[config.mk]
export PLATFORM = sky130hd
export DESIGN_NAME = sf2_fifo
export DESIGN_NICKNAME = d
export VERILOG_FILES = /design/src/hdl/sf2_pkg.sv /design/src/hdl/sf2_fifo.sv
export SDC_FILE = /design/constraint.sdc
export NUM_CORES = 1
export LEC_CHECK = 0
export BUFFER_PORTS_ARGS = -buffer_cell sky130_fd_sc_hd__buf_2
export CORE_MARGIN = 8
export CORE_UTILIZATION = 54
export CTS_BUF_LIST = sky130_fd_sc_hd__clkbuf_8
export DETAILED_ROUTE_END_ITERATION = 12
export PLACE_DENSITY_LB_ADDON = 0.25
export SLEW_MARGIN = 20
export SYNTH_ARGS = -nofsm -noshare
export SYNTH_HDL_FRONTEND = slang
export SYNTH_SLANG_ARGS = --single-unit
[constraint.sdc]
create_clock -name clk_i -period 2.2 [get_ports clk_i]
set_input_delay 0.44 -clock clk_i [delete_from_list [all_inputs] [get_ports clk_i]]
set_output_delay 0.44 -clock clk_i [all_outputs]
set_load 0.005 [all_outputs]
[src/hdl/sf2_pkg.sv]
package sf2_pkg;

  localparam int TAPS     = 5;
  localparam int LINE_MAX = 2048;
  localparam int IN_BITS  = 8;
  localparam int OUT_BITS = 16;

  localparam int HALF  = TAPS / 2;
  localparam int SLOTS = TAPS - 1;

  localparam int CB     = 8;              // coefficient bits
  localparam int CFG_W  = 56;             // packed coefficient register
  localparam int COL_W  = $clog2(LINE_MAX);
  localparam int ROW_W  = 12;
  localparam int LW_W   = 12;
  localparam int WD_W   = $clog2(LINE_MAX + 1) + 1;
  localparam int K_W    = $clog2(HALF + 1);
  localparam int ROW_MAX = (1 << ROW_W) - 1;

  localparam int SW  = CB + $clog2(TAPS) + 1;              // sum of taps
  localparam int VW  = IN_BITS + 1 + CB + $clog2(TAPS);    // column sum
  localparam int HW  = VW + CB + $clog2(TAPS);             // window sum
  localparam int GW  = HW + CB;                            // after gain
  localparam int VAL_W = OUT_BITS + 1;
  localparam int MEM_W = SLOTS * IN_BITS;

  localparam int QDEPTH = 2;
  localparam int QAW    = $clog2(QDEPTH);

  typedef enum logic [2:0] {
    CFG_COEFFS_X     = 3'd0,
    CFG_COEFFS_Y     = 3'd1,
    CFG_GAIN         = 3'd2,
    CFG_SHIFT        = 3'd3,
    CFG_LINE_WIDTH   = 3'd4,
    CFG_BORDER_MODE  = 3'd5,
    CFG_BORDER_VALUE = 3'd6,
    CFG_OUTPUT_MODE  = 3'd7
  } sf2_cfg_idx_e;

  typedef enum logic [1:0] {
    OM_UNSIGNED = 2'd0,
    OM_SYMMETRIC = 2'd1,
    OM_ABSOLUTE = 2'd2
  } sf2_omode_e;

  typedef enum logic [2:0] {
    B_IDLE,
    B_VERT,
    B_WIN,
    B_HSUM,
    B_GAIN,
    B_PUT,
    B_NEXT
  } sf2_state_e;

  typedef struct packed {
    logic [CFG_W-1:0]  coeffs_x;
    logic [CFG_W-1:0]  coeffs_y;
    logic signed [7:0] gain;
    logic [4:0]        shift;
    logic [LW_W-1:0]   line_width;
    logic              border_mode;
    logic [7:0]        border_value;
    sf2_omode_e        output_mode;
  } sf2_cfg_t;

  typedef struct packed {
    logic               mode;
    logic [IN_BITS-1:0] pix;
    logic [COL_W-1:0]   col;
    logic               row0;
    logic               row_ok;
    logic               emit0;
    logic               row_end;
    logic               eof;
  } sf2_cmd_t;

  function automatic logic signed [CB-1:0] tap_of(input logic [CFG_W-1:0] c, input int i);
    return c[CB*i +: CB];
  endfunction

endpackage

[src/hdl/sf2_fifo.sv]
module sf2_fifo import sf2_pkg::*; (
  input  logic     clk_i,
  input  logic     rst_ni,
  input  logic     push_i,
  input  sf2_cmd_t data_i,
  output logic     full_o,
  input  logic     pop_i,
  output sf2_cmd_t data_o,
  output logic     empty_o
);

  sf2_cmd_t         mem_q [QDEPTH];
  logic [QAW-1:0]   wr_q, rd_q;
  logic [QAW:0]     cnt_q;

  assign full_o  = (cnt_q == (QAW+1)'(QDEPTH));
  assign empty_o = (cnt_q == '0);
  assign data_o  = mem_q[rd_q];

  always_ff @(posedge clk_i) begin
    if (push_i) begin
      mem_q[wr_q] <= data_i;
    end
  end

  always_ff @(posedge clk_i or negedge rst_ni) begin
    if (!rst_ni) begin
      wr_q  <= '0;
      rd_q  <= '0;
      cnt_q <= '0;
    end else begin
      if (push_i) wr_q <= wr_q + 1'b1;
      if (pop_i) rd_q <= rd_q + 1'b1;
      if (push_i && !pop_i) cnt_q <= cnt_q + 1'b1;
      else if (pop_i && !push_i) cnt_q <= cnt_q - 1'b1;
    end
  end

  a_no_overflow: assert property (@(posedge clk_i) disable iff (!rst_ni)
    push_i |-> (!full_o || pop_i)) else $error("queue written while full");
  a_no_underflow: assert property (@(posedge clk_i) disable iff (!rst_ni)
    pop_i |-> !empty_o) else $error("queue read while empty");
  a_count: assert property (@(posedge clk_i) disable iff (!rst_ni)
    cnt_q <= (QAW+1)'(QDEPTH)) else $error("queue count out of range");

endmodule

==> results.json <==
{
  "dr.pass1.iters": 2,
  "switching_power_uw": 763,
  "synth_fp_nets": 124,
  "maxCapViolations": 0,
  "status": "completed",
  "cts-root-buf": "clkbuf_8",
  "critPathRequiredTime_ns": 1.76,
  "final_critical_path_setup_slack_ns": 0.396,
  "hp-start": "data_i[21]",
  "vias": 1011,
  "cts_num_sinks": 54,
  "vdd_drop_max_uv": 846,
  "htreeDepth": 2,
  "routedWlPerCell_um": 15.9,
  "ys_types": 13,
  "r2r_end": "mem_q[0][16]",
  "ant_nets": 0,
  "grt_max_degree": 16,
  "clock-skew-final_ns": 0.00962,
  "cell_internal_pwr_uw": 2120,
  "relSlewSlack_pct": 70.8,
  "pwr-share-comb_pct": 32.8,
  "drv_slew": 0,
  "met2_usage_pct": 19.2,
  "synthArstFlopShare_pct": 7.41,
  "synthMostInstantiatedCell": "edfxtp_1",
  "critical_path_arrival_ns": 1.36,
  "die_w_um": 78.2,
  "fin_setup_tns_ns": 0,
  "busiest_layer": "met2",
  "synth_enable_flop_cells": 50,
  "hold_violations": 0,
  "hpwl_um": 2540,
  "grt_pass1_wl_um": 5510,
  "syn_inst": 94,
  "grt_antenna_before_repair": 0,
  "power_density_nw_per_um2": 1150,
  "die_area_um2": 6120,
  "num-nets-final": 190,
  "routed_wl_um": 3330,
  "area.growth.synth_to_final_pct": 20.2,
  "vias_per_cell": 4.84,
  "pwr-share-seq_pct": 50.1,
  "ys_seq_area_share_pct": 76.6,
  "grtUsageTotal_pct": 11.7,
  "numCtsBuffers": 5,
  "cts_tree": "done",
  "hold_depth": 1,
  "syn_area_um2": 2090,
  "ys_ff_latch": 54,
  "ys.flop_type": "edfxtp_1",
  "initial_core_util_pct": 56.7,
  "synth_commonest_cells": "50 x edfxtp_1, 19 x mux2_4, 6 x mux2_2, 4 x dfrtp_1, 4 x xor2_1",
  "syn_avg_cell_area_um2": 22.3,
  "grt_pass1_vias": 1163,
  "reg2reg_slack_ns": 0.85,
  "grt_use_met1_pct": 12.9,
  "pwr-share-clk_pct": 17.1,
  "end_kind": "output port",
  "path_max_fanout": 13,
  "chipHeight_um": 78.2,
  "hold_path_end": "mem_q[0][21]",
  "setup_viol": 0,
  "clkLatencyLatePin_ns": 0.30,
  "min_period_over_period_pct": 82.0,
  "synth_top_area_cell": "edfxtp_1",
  "drive_above_1_share_pct": 57.8,
  "drc_errors": 0,
  "core_um2": 3690,
  "worstReg2RegStart": "wr_q",
  "leakagePower_uw": 0.00104,
  "critPathLaunchType": "flop",
  "grt_overflow": 0,
  "diodes": 0,
  "synth_area_leaders": "edfxtp_1 72%, mux2_4 14%, dfrtp_1 4.8%",
  "r2r_cells": 2,
  "synth_top_area_share_pct": 71.8,
  "clk_pin_slew_ns": 0.09,
  "period_minus_slack_ns": 1.80,
  "rsz0062_at_grt": "no",
  "drtIter0Drc": 43,
  "rows": 22,
  "worst_slew_pin_slew_ns": 0.436,
  "switching_share_pct": 26.5,
  "hold_path.class": "input pin to flop",
  "use_met3_pct": 4.44,
  "port_buffers": 55,
  "io-pin-count": 56,
  "gp_congestion": 0.650,
  "clock_path_buffers": 2,
  "place_ws_ns": 0.635,
  "max_freq_mhz": 554,
  "yosys_warnings": 0,
  "critPathKind": "flop to output port"
}
==> cells in the final DEF (no fill, tap or decap), drive strengths merged, types with 2 or more instances in the layout <==
cell type / netlist / final
buf: 3 / 61
edfxtp: 50 / 50
dfrtp: 4 / 4
clkbuf: 0 / 5
inv: 1 / 2
nor2: 2 / 2
nor2b: 2 / 2
mux2: 25 / 25
xor2: 4 / 4
clkinv: 0 / 2
==> timing repair <==
item	in CTS	in global routing
hold buffers	1	0
buffers inserted	0	0
endpoints found under the setup margin	0	0
hold endpoints to repair	4	0
gates resized for setup	0	0
==> per-layer routing <==
layer	vias to the layer above	wire length [um]
met1	485	1260
met3	5	260
met4	0	55
met2	33	1760
met5	-	0
li1	488	-
==> state kept, by name, indices dropped and copies added (netlist names) <==
name / flops
wr_q: 1
mem_q: 50
cnt_q: 2
rd_q: 1
==> cell families after synthesis <==
| group | share of synthesized area [%] |
|---|---|
| simple gates | 1.26 |
| mux | 16.9 |
| flops | 76.6 |
| buf+inv | 2.63 |
| fa+ha+maj | 0.598 |
| xor+xnor | 2.09 |
==> power groups by stage <==
stage          sequential (uW)  clock (uW)  combinational [uW]
6_report                  1440         493                 944
5_1_grt                   1470         545                1040
3_5_place_dp              1470           0                 972
2_1_floorplan             1450           0                 693
3_3_place_gp              1450           0                 957
4_1_cts                   1450         505                 975
==> layout make-up <==
cell class,instances,area [um2]
clock buffer,5,68.8
clock inverter,3,12.5
fill,257,1170
inverter,1,3.75
multi-input combinational,36,438
sequential,54,1600
tap,48,60.1
timing repair buffer,62,330
==> worst max-delay path, cell delays in order, from the launching register on <==
cell	delay, ns
dfrtp_1	0.35
buf_4	0.24
mux2_2	0.37
buf_2	0.13
==> metrics by stage <==
step / total power, uW / cells / util, % / cell area (um2) / hold WS (ns)
2_1_floorplan: 2140 / 94 / - / 2090 / 0.144
3_3_place_gp: 2410 / 200 / 65.7 / 2420 / 0.248
3_5_place_dp: 2440 / 200 / 65.7 / 2420 / 0.249
4_1_cts: 2930 / 209 / 68.2 / 2510 / 0.320
5_1_grt: 3050 / 209 / 68.2 / 2510 / 0.312
6_report: 2880 / 209 / 68.2 / 2510 / 0.326
==> how the worst max path moves through the flow <==
stage                 from  slack, ns      endpoint  cells after the start
global route          rd_q       0.31    data_o[24]                      3
floorplan           push_i       0.20   mem_q[0][0]                      1
CTS                   rd_q       0.36    data_o[24]                      3
global placement    push_i       0.66  mem_q[0][18]                      3
finish                rd_q       0.40    data_o[24]                      3
detailed placement  push_i       0.63  mem_q[0][18]                      3
Power figures use the tool's default switching activity.
