## src/hdl/sf2_pkg.sv

```systemverilog
package sf2_pkg;

  localparam int TAPS     = 5;
  localparam int LINE_MAX = 2048;
  localparam int IN_BITS  = 8;
  localparam int OUT_BITS = 16;

  localparam int HALF  = TAPS / 2;
  localparam int SLOTS = TAPS - 1;

  localparam int CB     = 8;              // coefficient bits
  localparam int CFG_W  = 56;             // packed coefficient register
  localparam int COL_W  = $clog2(LINE_MAX);
  localparam int ROW_W  = 12;
  localparam int LW_W   = 12;
  localparam int WD_W   = $clog2(LINE_MAX + 1) + 1;
  localparam int K_W    = $clog2(HALF + 1);
  localparam int ROW_MAX = (1 << ROW_W) - 1;

  localparam int SW  = CB + $clog2(TAPS) + 1;              // sum of taps
  localparam int VW  = IN_BITS + 1 + CB + $clog2(TAPS);    // column sum
  localparam int HW  = VW + CB + $clog2(TAPS);             // window sum
  localparam int GW  = HW + CB;                            // after gain
  localparam int VAL_W = OUT_BITS + 1;
  localparam int MEM_W = SLOTS * IN_BITS;

  localparam int QDEPTH = 2;
  localparam int QAW    = $clog2(QDEPTH);

  typedef enum logic [2:0] {
    CFG_COEFFS_X     = 3'd0,
    CFG_COEFFS_Y     = 3'd1,
    CFG_GAIN         = 3'd2,
    CFG_SHIFT        = 3'd3,
    CFG_LINE_WIDTH   = 3'd4,
    CFG_BORDER_MODE  = 3'd5,
    CFG_BORDER_VALUE = 3'd6,
    CFG_OUTPUT_MODE  = 3'd7
  } sf2_cfg_idx_e;

  typedef enum logic [1:0] {
    OM_UNSIGNED = 2'd0,
    OM_SYMMETRIC = 2'd1,
    OM_ABSOLUTE = 2'd2
  } sf2_omode_e;

  typedef enum logic [2:0] {
    B_IDLE,
    B_VERT,
    B_WIN,
    B_HSUM,
    B_GAIN,
    B_PUT,
    B_NEXT
  } sf2_state_e;

  typedef struct packed {
    logic [CFG_W-1:0]  coeffs_x;
    logic [CFG_W-1:0]  coeffs_y;
    logic signed [7:0] gain;
    logic [4:0]        shift;
    logic [LW_W-1:0]   line_width;
    logic              border_mode;
    logic [7:0]        border_value;
    sf2_omode_e        output_mode;
  } sf2_cfg_t;

  typedef struct packed {
    logic               mode;
    logic [IN_BITS-1:0] pix;
    logic [COL_W-1:0]   col;
    logic               row0;
    logic               row_ok;
    logic               emit0;
    logic               row_end;
    logic               eof;
  } sf2_cmd_t;

  function automatic logic signed [CB-1:0] tap_of(input logic [CFG_W-1:0] c, input int i);
    return c[CB*i +: CB];
  endfunction

endpackage

```

## src/hdl/sf2_front.sv

```systemverilog
module sf2_front import sf2_pkg::*; (
  input  logic               clk_i,
  input  logic               rst_ni,
  input  sf2_cfg_t           cfg_i,
  input  logic               valid_i,
  output logic               ready_o,
  input  logic               mode_i,
  input  logic [IN_BITS-1:0] pixel_i,
  input  logic               eol_i,
  input  logic               eof_i,
  output logic               push_o,
  output sf2_cmd_t           cmd_o,
  input  logic               full_i
);

  logic [COL_W-1:0] col_q, col_d;
  logic [ROW_W-1:0] row_q, row_d;
  logic [WD_W-1:0]  width;
  logic             row_end;

  always_comb begin
    width = WD_W'(cfg_i.line_width);
    if (width == '0) width = WD_W'(1);
    else if (width > WD_W'(LINE_MAX)) width = WD_W'(LINE_MAX);
  end

  assign ready_o = !full_i;
  assign push_o  = valid_i && !full_i;
  assign row_end = eol_i || eof_i || ((WD_W'(col_q) + WD_W'(1)) >= width);

  always_comb begin
    cmd_o.mode    = mode_i;
    cmd_o.pix     = pixel_i;
    cmd_o.col     = col_q;
    cmd_o.row0    = (row_q == '0);
    cmd_o.row_ok  = (row_q >= ROW_W'(HALF));
    cmd_o.emit0   = (row_q >= ROW_W'(HALF)) && (col_q >= COL_W'(HALF));
    cmd_o.row_end = row_end;
    cmd_o.eof     = eof_i;
  end

  always_comb begin
    col_d = col_q;
    row_d = row_q;
    if (push_o) begin
      if (row_end) begin
        col_d = '0;
        if (eof_i) row_d = '0;
        else if (row_q != ROW_W'(ROW_MAX)) row_d = row_q + 1'b1;
      end else begin
        col_d = col_q + 1'b1;
      end
    end
  end

  always_ff @(posedge clk_i or negedge rst_ni) begin
    if (!rst_ni) begin
      col_q <= '0;
      row_q <= '0;
    end else begin
      col_q <= col_d;
      row_q <= row_d;
    end
  end

endmodule

```

## config.mk

```make
export PLATFORM = sky130hd
export DESIGN_NAME = sf2_front
export DESIGN_NICKNAME = d
export VERILOG_FILES = /design/src/hdl/sf2_pkg.sv /design/src/hdl/sf2_front.sv
export SDC_FILE = /design/constraint.sdc
export NUM_CORES = 1
export LEC_CHECK = 0
export BUFFER_PORTS_ARGS = -buffer_cell sky130_fd_sc_hd__buf_4
export CORE_AREA = 2 2 77 79
export CTS_BUF_LIST = sky130_fd_sc_hd__clkbuf_8
export DETAILED_ROUTE_END_ITERATION = 12
export DIE_AREA = 0 0 79 81
export HOLD_SLACK_MARGIN = 0.15
export PLACE_DENSITY = 0.79
export SLEW_MARGIN = 20
export SYNTH_ARGS = -nofsm -noshare
export SYNTH_HDL_FRONTEND = slang
export SYNTH_SLANG_ARGS = --single-unit
```

## constraint.sdc

```tcl
create_clock -name clk_i -period 2.87 [get_ports clk_i]
set_input_delay 0.287 -clock clk_i [delete_from_list [all_inputs] [get_ports clk_i]]
set_output_delay 0.287 -clock clk_i [all_outputs]
set_load 0.01 [all_outputs]
```

==> results of run 1 <==
[registers in the layout, summed over array words and instances (netlist names)]
name / flops
col_q: 11
row_q: 12
[metrics by stage]
step	area (sq um)	total power, mW	instances	hold slack, ns
2_1_floorplan	1840	0.516	213	-0.00859
3_3_place_gp	2250	0.611	328	0.199
3_5_place_dp	2250	0.619	328	0.201
4_1_cts	2400	0.846	337	0.414
5_1_grt	2440	0.905	338	0.478
6_report	2440	0.855	338	0.410
[what timing repair did]
action                                 CTS  global route
setup endpoints to repair               24            24
hold buffers                             1             0
pin swaps                               10            13
cloned                                   1             0
endpoints found under the hold margin   23             0
resized for setup                       12             6
buffers inserted                         3             1
[metal layers]
layer | global-route usage | wire, um | vias up
met1 | 0.218 | 2310 | 853
met3 | 0.0233 | 287 | 11
met4 | 0.0500 | 65 | 0
met2 | 0.254 | 2380 | 63
met5 | 0 | 0 | -
li1 | - | - | 860
[cell families (layout without fill, tap and decap cells)]
| logic type | after synthesis | after routing |
|---|---|---|
| DFF | 23 | 23 |
| adders and majority gates | 17 | 17 |
| xor gates and xnor gates | 8 | 8 |
| and+or+nand+nor | 88 | 88 |
| AOI/OAI and AO/OA | 50 | 51 |
| buffers and inverters | 27 | 76 |
[power by group through the flow]
| stage | Combinational, mW | Clock, mW | Sequential (mW) |
|---|---|---|---|
| 2_1_floorplan | 0.142 | 0 | 0.374 |
| 3_3_place_gp | 0.238 | 0 | 0.373 |
| 3_5_place_dp | 0.245 | 0 | 0.374 |
| 4_1_cts | 0.268 | 0.210 | 0.367 |
| 5_1_grt | 0.309 | 0.224 | 0.372 |
| 6_report | 0.278 | 0.209 | 0.369 |
[synth_stat cells (4+ instances only)]
| master | n | area (sq um) |
|---|---|---|
| ha_1 | 17 | 213 |
| and3_1 | 7 | 43.8 |
| nand4_1 | 4 | 25.0 |
| inv_1 | 10 | 37.5 |
| xnor2_1 | 6 | 52.6 |
| nor4_1 | 6 | 37.5 |
| o21ai_0 | 9 | 45.0 |
| dfrtp_1 | 23 | 576 |
| nand3_1 | 8 | 40.0 |
| clkbuf_1 | 4 | 15.0 |
| a22o_1 | 8 | 70.1 |
| nor2_1 | 19 | 71.3 |
| nand2_1 | 30 | 113 |
| buf_4 | 13 | 97.6 |
| o31ai_1 | 5 | 37.5 |
| o21ai_1 | 11 | 55.1 |
[worst min-delay path, delay by kind of cell]
| kind | cells | cell delay [ns] |
|---|---|---|
| AO/OA/AOI/OAI | 1 | 0.05 |
| AND/OR/NAND/NOR | 2 | 0.12 |
| buffers and inverters | 1 | 0.20 |
[final timing paths]
path,start,slack [ns],to,cells past startpoint
max in group asynchronous,rst_ni,2.16,col_q[0],2
setup reg to reg,col_q[1],-0.20,row_q[9],13
hold reg to reg,row_q[0],0.52,row_q[0],1
hold / removal,eof_i,0.41,row_q[3],4
setup / recovery,col_q[1],-0.20,row_q[9],13
min in group asynchronous,rst_ni,0.44,col_q[10],2
[layout make-up]
class,instances,area share
timing repair buffer,62,0.198
clock buffer,3,0.0169
inverter,10,0.0154
tap,75,0.0384
sequential,23,0.237
clock inverter,1,0.00205
multi-input combinational,164,0.492
==> reports/metrics.yaml, run 1 <==
global_routing:
  grt_max_degree: 24
  antenna_found_initial: 0
  gr-total-overflow: 0
  grtUsageTotal: 0.158
  grt_pass1_wl_um: 8010
  grt_pass1_vias: 1661
synthesis:
  synthCells: 213
  yosys_most_used_dff: "dfrtp_1"
  synth_compound_area_frac: 0.205
  syn-num-nets: 393
  synthXorXnorAreaFrac: 0.0388
  yosys_warnings: 0
  syn_area_sq_mm: 0.00180
  synthAdderAreaFrac: 0.118
  yosysUniqueCellTypes: 39
  yosysSeqAreaShare: 0.319
  synthMuxAreaShare: 0
  synth_edf_count: 0
  synthSimpleGateAreaFrac: 0.236
  ys_ff_latch: 23
  syn_avg_cell_area_sq_um: 8.47
  ys_async_sr_fraction: 1.00
  synth_top_family_by_area: "simple AND/OR/NAND/NOR gates"
placement:
  place_congestion: 0.848
  numPortBuffers: 35
  place.detailed.hpwl_um: 3520
  post-place-ws_ns: -0.176
cts:
  htreeDepth: 1
  cts_buffers: 3
  root_buffer: "clkbuf_8"
  cts_tree: "built"
  clockBufferDepth: 2
  clock_latency_ns: 0.27
  cts_sinks: 23
  clkTransAtPathRegs_ns: 0.09
timing:
  finalCritPeriodShare: 1.07
  fin_skew_ns: 0.00825
  slew_viol_final: 0
  layout_min_cycle_time_ns: 3.07
  slew_headroom: 0.635
  worst_pin_slew_ns: 0.546
  layout_setup_ws_ns: -0.197
  rsz0062_at_grt: "yes"
  finalHoldViolations: 0
  max_freq_mhz: 326
  setup_viol: 24
  fin_setup_tns_ns: -3.66
run_status:
  status: "finished, violations left"
  violations: "setup timing"
layout:
  syn_to_final_growth_pct: 35.4
  layout_common_cells: "59 x buf_4, 30 x nand2_1, 20 x dfrtp_1"
  antenna_cells: 0
  regArea_sq_um: 579
  final_nets: 444
  layout_commonest_cell: "buf_4"
  layout-drive-gt1-share: 0.338
  nFillCells: 556
  fin_util: 0.430
  multi_input_area_sq_mm: 0.00120
detailed_routing:
  vias: 1787
  via_per_inst: 5.29
  totalWireLength_um: 5040
  dr.pass1.iters: 4
  dr.first_iter.drc_count: 67
  drc: 0
  post_drt_wl_per_cell_um: 14.9
  ant_nets: 0
floorplan:
  die_w_um: 79
  core_sq_mm: 0.00568
  die_area_sq_mm: 0.00640
  rows: 28
  die_y_um: 81
  ios: 190
  start_util: 0.318
critical_path:
  slowest_delay_ns: 0.42
  cp_max_fo: 8
  path_cells: "ha_4, nand3_4, nor2_4, nand4_1, xnor2_2, ha_1, a21o_1, a2111oi_4, or3b_1, o21ai_2, or2_1, buf_12, o41ai_2"
  cp-end-kind: "flip-flop"
  crit_type: "reg -> reg"
  worst_setup_path_start_kind: "flip-flop"
  crit_buf_inv: 1
  critPathTopFamily: "simple AND/OR/NAND/NOR gates"
  slowest_stage: "dfrtp_2"
  required_ns: 3.03
  crit_arrival_ns: 3.22
power:
  p_comb_frac: 0.325
  power.net_switching_mw: 0.282
  ir_drop_mv: 0.194
  seqPwrFrac: 0.431
  powerDensity_mw_per_mm2: 350
  power.share.clock: 0.244
  swShare: 0.330
  internal_power_mw: 0.573
  power.leakage_nw: 1.19
worst_hold_path:
  hp-class: "in -> reg"
flow_run:
  max_cap_violations: 0
(Power assumes the default switching activity.)
==> run 2: changes to the inputs <==
--- a/config.mk
+++ b/config.mk
@@ -12,6 +12,7 @@
 export DIE_AREA = 0 0 79 81
 export HOLD_SLACK_MARGIN = 0.15
 export PLACE_DENSITY = 0.79
+export REMOVE_ABC_BUFFERS = 1
 export SLEW_MARGIN = 20
 export SYNTH_ARGS = -nofsm -noshare
 export SYNTH_HDL_FRONTEND = slang
==> reports/metrics.yaml, run 2 (synthesized netlist as in run 1, its figures left out) <==
cts:
  htreeDepth: 1  # unchanged
  cts_sinks: 23  # unchanged
  clockBufferDepth: 2  # unchanged
  cts_buffers: 3  # unchanged
  cts_tree: "built"  # unchanged
  clkTransAtPathRegs_ns: 0.08  # was 0.09 ns
  clock_latency_ns: 0.27  # about the same
  root_buffer: "clkbuf_8"  # unchanged
detailed_routing:
  ant_nets: 0  # unchanged
  post_drt_wl_per_cell_um: 14.9  # about the same
  dr.first_iter.drc_count: 150  # was 67
  dr.pass1.iters: 4  # unchanged
  totalWireLength_um: 5110  # was 5040 um
  via_per_inst: 5.34  # was 5.29
  drc: 0  # unchanged
  vias: 1832  # was 1,787
layout:
  antenna_cells: 0  # unchanged
  regMostFlops: "row_q"  # unchanged
  multi_input_area_sq_mm: 0.00120  # unchanged
  final_cell_area_sq_mm: 0.00248  # was 0.00244 sq mm
  fin_util: 0.437  # was 0.430
  syn_to_final_growth_pct: 37.3  # was 35.4%
  largest_register_ff_count: 12  # unchanged
  layout_commonest_cell: "buf_4"  # unchanged
  nFillCells: 560  # was 556
  layout-drive-gt1-share: 0.362  # was 0.338
  regArea_sq_um: 576  # was 579 sq um
  final_nets: 449  # was 444
  top_regs: "row_q x12, col_q x11"  # unchanged
  layout_common_cells: "62 x buf_4, 30 x nand2_1, 23 x dfrtp_1"  # was 59 x buf_4, 30 x nand2_1, 20 x dfrtp_1
critical_path:
  slowest_stage: "or3b_4"  # was dfrtp_2
  required_ns: 3.02  # was 3.03 ns
  rr_startpoint: "col_q[1]"  # unchanged
  slowest_delay_ns: 0.44  # was 0.42 ns
  cp_max_fo: 6  # was 8
  crit_arrival_ns: 3.30  # was 3.22 ns
  path_cells: "buf_4, and3_4, nand3_2, nor2_2, nor2b_1, or2_2, ha_1, a21o_1, a2111oi_4, or3b_4, o21ai_4, or2_4, buf_6, o31ai_1"  # was ha_4, nand3_4, nor2_4, nand4_1, xnor2_2, ha_1, a21o_1, a2111oi_4, or3b_1, o21ai_2, or2_1, buf_12, o41ai_2
  worst_setup_path_start_kind: "flip-flop"  # unchanged
  startpoint: "col_q[1]"  # unchanged
  cp-end-kind: "flip-flop"  # unchanged
  crit_type: "reg -> reg"  # unchanged
global_routing:
  grt_pass1_wl_um: 8150  # was 8010 um
  grtUsageTotal: 0.159  # was 0.158
  grt_max_degree: 24  # unchanged
  gr-total-overflow: 0  # unchanged
  grt_pass1_vias: 1769  # was 1,661
  antenna_found_initial: 0  # unchanged
floorplan:
  die_w_um: 79  # unchanged
  rows: 28  # unchanged
  core_sq_mm: 0.00568  # unchanged
  die_y_um: 81  # unchanged
  die_area_sq_mm: 0.00640  # unchanged
  ios: 190  # unchanged
  start_util: 0.318  # unchanged
timing:
  slew_headroom: 0.599  # was 0.635
  fin_setup_tns_ns: -4.71  # was -3.66 ns
  layout_min_cycle_time_ns: 3.15  # was 3.07 ns
  fin_skew_ns: 0.00236  # was 0.00825 ns
  rsz0062_at_grt: "yes"  # unchanged
  worst_pin_slew_ns: 0.601  # was 0.546 ns
  finalCritPeriodShare: 1.10  # was 1.07
  slew_viol_final: 0  # unchanged
  max_freq_mhz: 317  # was 326 MHz
  layout_setup_ws_ns: -0.281  # was -0.197 ns
  setup_viol: 24  # unchanged
  finalHoldViolations: 0  # unchanged
placement:
  dpl_cell_area_sq_mm: 0.00221  # was 0.00225 sq mm
  post-place-ws_ns: -0.328  # was -0.176 ns
  numPortBuffers: 35  # unchanged
  place_congestion: 0.842  # was 0.848
  place.detailed.hpwl_um: 3520  # about the same
run_status:
  violations: "setup timing"  # unchanged
  status: "finished, violations left"  # unchanged
worst_hold_path:
  hp-class: "in -> reg"  # unchanged
  hold_start: "eof_i"  # unchanged
flow_run:
  max_cap_violations: 0  # unchanged
power:
  powerDensity_mw_per_mm2: 349  # was 350 mW/mm^2
  ir_drop_mv: 0.274  # was 0.194 mV
  power.leakage_nw: 1.22  # was 1.19 nW
run 2: timing repair:
item	CTS	global route
hold buffers	1	0
cloned	1	0
hold endpoints to repair	23	0
pin swaps	20	7
buffers inserted	5	4
resized for setup	22	12
endpoints found under the setup margin	24	24
run 2: critical path: cells and delay by family, from the launching register on:
| kind | cells | cell delay, ns |
|---|---|---|
| AND/OR/NAND/NOR | 7 | 1.38 |
| flip-flops | 1 | 0.41 |
| adder cells (fa/ha/maj) | 1 | 0.20 |
| AO/OA/AOI/OAI | 4 | 0.80 |
| buffers and inverters | 2 | 0.26 |
run 2: final timing paths:
path / end / slack (ns) / cells past startpoint
setup / recovery: row_q[8] / -0.28 / 14
hold / removal: row_q[4] / 0.43 / 4
setup reg to reg: row_q[8] / -0.28 / 14
hold reg to reg: row_q[0] / 0.53 / 1
max in group asynchronous: col_q[1] / 2.16 / 2
min in group asynchronous: col_q[3] / 0.46 / 2
run 2: routing by layer:
metal | global-route usage | share of wire | routed length [um]
met2 | 0.273 | 0.50 | 2580
met4 | 0.0362 | 0.0072 | 37
met1 | 0.193 | 0.41 | 2120
met5 | 0 | 0 | 0
met3 | 0.0533 | 0.073 | 373
run 2: metrics by stage:
stage | hold WS, ns | std cells | power (mW)
floorplan | -0.00859 | 196 | 0.491
global placement | 0.205 | 328 | 0.614
detailed placement | 0.207 | 328 | 0.621
CTS | 0.422 | 339 | 0.855
global route | 0.466 | 343 | 0.919
finish | 0.430 | 343 | 0.864
run 2: area by class of cell:
type	instances	area share
Clock buffer	3	0.0167
Clock inverter	1	0.00152
Inverter	10	0.0152
Multi-Input combinational cell	164	0.485
Sequential cell	23	0.232
Tap cell	75	0.0379
Timing Repair Buffer	67	0.212
run 2: power by group:
| group | switching (mW) | internal [mW] | leakage [nW] | total, mW |
|---|---|---|---|---|
| Sequential | 0.0241 | 0.341 | 0.316 | 0.365 |
| Clock | 0.107 | 0.0957 | 0.0269 | 0.203 |
| Combinational | 0.152 | 0.145 | 0.877 | 0.296 |
| Total | 0.283 | 0.582 | 1.22 | 0.864 |
